==> src/sv/l3s_ram.sv <==
// Generic single-write, single-read RAM with registered read data.
module l3s_ram #(
  parameter int Width = 8,
  parameter int Depth = 16
) (
  input  logic                     clk_i,
  input  logic                     we_i,
  input  logic [$clog2(Depth)-1:0] waddr_i,
  input  logic [Width-1:0]         wdata_i,
  input  logic [$clog2(Depth)-1:0] raddr_i,
  output logic [Width-1:0]         rdata_o
);

  logic [Width-1:0] mem [Depth];

  always_ff @(posedge clk_i) begin
    if (we_i) mem[waddr_i] <= wdata_i;
    rdata_o <= mem[raddr_i];
  end

endmodule

==> config.mk <==
export PLATFORM = sky130hd
export DESIGN_NAME = l3s_ram
export DESIGN_NICKNAME = d
export VERILOG_FILES = /design/src/sv/l3s_ram.sv
export SDC_FILE = /design/constraint.sdc
export NUM_CORES = 1
export LEC_CHECK = 0
export BUFFER_PORTS_ARGS = -buffer_cell sky130_fd_sc_hd__buf_2
export CAP_MARGIN = 5
export CORE_MARGIN = 4
export CORE_UTILIZATION = 50
export DETAILED_ROUTE_END_ITERATION = 8
export GPL_ROUTABILITY_DRIVEN = 1
export PLACE_DENSITY = 0.77
export SLEW_MARGIN = 20
export SYNTH_ARGS = -nofsm -noshare
export SYNTH_HDL_FRONTEND = slang
export SYNTH_SLANG_ARGS = --single-unit
==> constraint.sdc <==
create_clock -name clk_i -period 1.9 [get_ports clk_i]
set_input_delay 0.285 -clock clk_i [delete_from_list [all_inputs] [get_ports clk_i]]
set_output_delay 0.285 -clock clk_i [all_outputs]
set_load 0.05 [all_outputs]
# ---- Word-level counts from Yosys, hierarchy flattened
# Memories as Yosys holds them, arrays and structs flattened. A register that Yosys moved wholly into a read port is not among the register bits.
# Index checks and enable logic that the tools add are counted.
dict set report totals {
  register_bits 0
  latch_bits 0
  ram_bits 128
  romBits 0
  inputBits 18
  elab_cells 3
  n_memories 1
}
dict set report op_classes {
  n_addsub 0
  n_mul 0
  n_div 0
  n_lt_le_gt_ge 0
  eq_ne 0
  shifts 0
  mux 2
  bitwise_logic 0
  n_reduce_logical 0
}
# name words word_bits read_ports rd_ports_with_merged_regs write_ports line
set mem_list {}
lappend mem_list {mem 16 8 1 1 1 14} ;# logic [Width-1:0] mem [Depth];
# cell n
set ops {}
lappend ops {{1-bit 2-to-1 mux} 2}

# ---- Longest topological paths before layout
dict set report logic_depth {
  ltp_word 2
  depth_mapped 5
  mapped_depth_nobuf 3
}

# ---- Worst setup path before layout
# No wires, ideal clock.
dict set report synth_path {
  path_kind {input-to-reg}
  from {input port waddr_i[2]}
  to {memory mem[0][0] (enable)}
  setup_ps 383
  arrival_ps 1395
  t_required_ps 1517
  setup_slack_ps 122
  cell_stages 2
  cell_sequence {or3b_2 nor3_1}
}
# element line
set synth_rtl {}
lappend synth_rtl {{start, declared} 8} ;# input logic [$clog2(Depth)-1:0] waddr_i,
lappend synth_rtl {{end, declared} 14}
# Straight into the memory's write port.

# ---- Worst setup path in the final report
dict set report layout_path {
  from {register rdata_o[2], read port of mem}
  to {output port rdata_o[2]}
}
# element line
set layout_rtl {}
lappend layout_rtl {{start, declared} 11} ;# output logic [Width-1:0] rdata_o
# No word-level cell between the ends.

==> summary.md <==
| Metric | Value |
|---|---|
| Run status | finished clean |
| Total Routed Length | 9920 um |
| Count of antenna-violating nets left after detailed routing | 0 |
| Area post-placement | 0.00554 mm2 |
| Vias per cell | 5.75 |
| Depth of the worst register-to-register path | 3 |
| Total routing usage reported by global routing | 18.7% |
| Family with the most delay on the worst path | flip-flops |
| Period minus WS final | 1.44 ns |
| Global-route wire length before repair | 15500 um |
| Final hold violation count | 0 |
| CTS sink cnt | 136 |
| Worst path buffer plus inverter count | 1 |
| Number of cells on the critical path | 1 |
| Met1 global-route usage | 26.8% |
| Accumulated negative setup slack | 0 ns |
| Number of buffers between clock root and the deepest sink | 2 |
| Number of I/O port buffers | 25 |
| Setup violations, final | 0 |
| Critical-path cell with the highest stage delay | sky130_fd_sc_hd__dfxtp_1 |
| Core area | 0.00991 mm2 |
| Tightest slew margin relative to the limit | 50.4% |
| Share of cells above drive strength 1 | 31.4% |
| Critical path, cell by cell | buf_2 |
| Residual DRC | 0 |
| Fill cell count | 676 |
| Insertion delay of the later-clocked pin in the worst-skew pair | 0.51 ns |
| First drt pass iteration count | 5 |
| Cell accounting for the most synthesized area | sky130_fd_sc_hd__edfxtp_1 |
| Fraction of post-synthesis cell area in the top cell type by area | 74.7% |
| Total Power | 7.18 mW |
| Most used cells in the layout excluding fill and tap cells | 128 x sky130_fd_sc_hd__edfxtp_1, 25 x sky130_fd_sc_hd__buf_2, 18 x sky130_fd_sc_hd__mux4_2 |
| Worst hold path class | in -> reg |
| Worst hold margin | 0.159 ns |
| Max-slew violation total from the final report | 0 |
| Number of nets produced by synthesis | 247 |
| Pre-CTS setup slack | 0.227 ns |
| Number of stages on the worst hold path | 1 |
| Cell count after synthesis | 229 |
| Die Wd | 109 um |
| Start point of the critical path | rdata_o[2] |
| Layout Nets | 301 |
| Placed Cells | 397 |
| Data arrival time of the critical path | 1.16 ns |
| Number of standard cells in the final layout excluding fillers | 430 |
| Cell row count | 36 |
| Synth warnings | 0 |
| Worst-case register-to-register setup slack | 0.55 ns |
| Routed wirelength normalized by instance count | 23.1 um |
| Leakage component of the power | 2.12 nW |
| Die Area | 0.0120 mm2 |
| Final cell area excluding filler cells | 0.00617 mm2 |
| Crit path setup slack, layout | 0.457 ns |
| Utilization of the core after routing | 62.2% |
| Setup Skew | 0.00612 ns |
| RSZ-0062 raised after global routing | no |
| Met2 Use GR | 27.5% |
| Clock root buffer | sky130_fd_sc_hd__clkbuf_8 |
| PwrDens | 1160 mW/mm2 |
| Largest cells by area after synthesis | sky130_fd_sc_hd__edfxtp_1 75%, sky130_fd_sc_hd__mux4_2 7.9%, sky130_fd_sc_hd__mux4_1 7.1% |
| Post-cts repair resize count | 0 |
| Clock tree from TritonCTS | done |
| Maximum number of pins on one net before global-route repair | 33 |
| IR Drop Worst-Case VDD | 857 uV |
| Number of DRC markers after the initial detailed-route iteration | 199 |
| Io pins | 26 |
| Met3 routing resource usage after global routing | 6.28% |
| Largest driver fanout on the critical path | 1 |
| Launch instance of the worst register-to-register path | mem[9][0] |
| Synth cell types | 19 |
| Worst endpoint required time | 1.62 ns |
| HPWL reported at the end of detailed placement | 6090 um |
| GRT overflow | 0 |
| Number of H-tree branching levels | 4 |
| Ratio of final minimum period to clock period | 75.9% |
| Most frequent standard cell in the layout excluding fill and tap cells | sky130_fd_sc_hd__edfxtp_1 |
| Synthesis-to-finish area growth | 19.8% |
| Maximum Capacitance Violations | 0 |
| Cts-stage hold buffer count | 0 |
| Initial Util | 51.9% |
| Endpoint of the most critical setup path | rdata_o[2] |
| GR peak layer | met2 |
| Chip height | 109 um |
| Worst slew pin tran | 0.742 ns |
| Vias in the first global route | 2589 |
| Number of synthesized register bits | 136 |
| RD Place Congestion | 0.732 |
| Antenna violations before repair | 0 |
| Setup Fix Bufs, Post-CTS | 0 |
| Worst Path Class, Setup | reg -> out |
| Clock transition at the registers of the reported paths | 0.06 ns |
| Delay contributed by the slowest stage of the critical path | 0.36 ns |
| Critical path capture point type | output port |
| Share of synthesized area occupied by flip-flops and latches | 77.8% |
| Highest Clock Rate | 693 MHz |
| Vias after detailed routing | 2471 |
| Total CTS buffers | 17 |
| Worst Setup Start Kind | register |
| Crit Reg-Reg Endpoint | rdata_o[0] |
| Total standard cell area after synthesis | 0.00515 mm2 |
| Post-synthesis area per instance | 22.5 um2 |
==> cells by family after synthesis <==
logic type             count (synthesis)  share of synthesized area [%]
AO/OA/AOI/OAI                         16                           2.33
buffers and inverters                 10                           1.68
flip-flops                           136                           77.8
multiplexers                          32                           15.0
AND/OR/NAND/NOR                       35                           3.18
==> where the power goes <==
group / switching (mW) / internal, mW / total [mW] / leakage [nW]
clock: 1.17 / 2.26 / 3.42 / 0.304
combinational: 0.241 / 0.140 / 0.381 / 0.590
sequential: 0.0226 / 3.36 / 3.38 / 1.22
==> flip-flops by register name, indices dropped and copies added (netlist names) <==
signal,cells
rdata_o,8
mem,128
==> layout make-up <==
cell class,instances,area (um2),area share (%)
tap,133,166,2.70
antenna,1,2.50,0.0406
multi-input combinational,83,1060,17.1
clock inverter,13,203,3.29
timing repair buffer,45,313,5.07
clock buffer,19,422,6.84
sequential,136,4000,64.9
==> how the worst min path moves through the flow <==
stage / startpoint / endpoint / slack [ns]
after floorplan: wdata_i[0] / mem[0][0] / 0.38
after global placement: mem[7][3] / rdata_o[3] / 0.65
after detailed placement: mem[4][3] / rdata_o[3] / 0.66
after CTS: wdata_i[1] / mem[7][1] / 0.14
after global routing: wdata_i[1] / mem[13][1] / 0.15
final: wdata_i[1] / mem[7][1] / 0.16
==> metal layers <==
| metal | vias up | wire (um) | part of all wire [%] |
|---|---|---|---|
| li1 | 1084 | - | - |
| met1 | 1285 | 4160 | 42 |
| met2 | 92 | 4910 | 50 |
| met3 | 10 | 680 | 6.9 |
| met4 | 0 | 165 | 1.7 |
| met5 | - | 0 | 0 |
==> synth_stat cells (all sizes together) <==
| cell type | instances |
|---|---|
| clkdlybuf4s25 | 3 |
| nor2b | 1 |
| buf | 7 |
| nand3b | 2 |
| and2b | 1 |
| mux4 | 32 |
| or3b | 1 |
| nand2 | 9 |
| nand2b | 2 |
| dfxtp | 8 |
| and2 | 1 |
| nand3 | 1 |
| a22oi | 16 |
| nor2 | 13 |
| edfxtp | 128 |
| nor3 | 4 |
No activity file was read; power rests on OpenSTA's default activity.
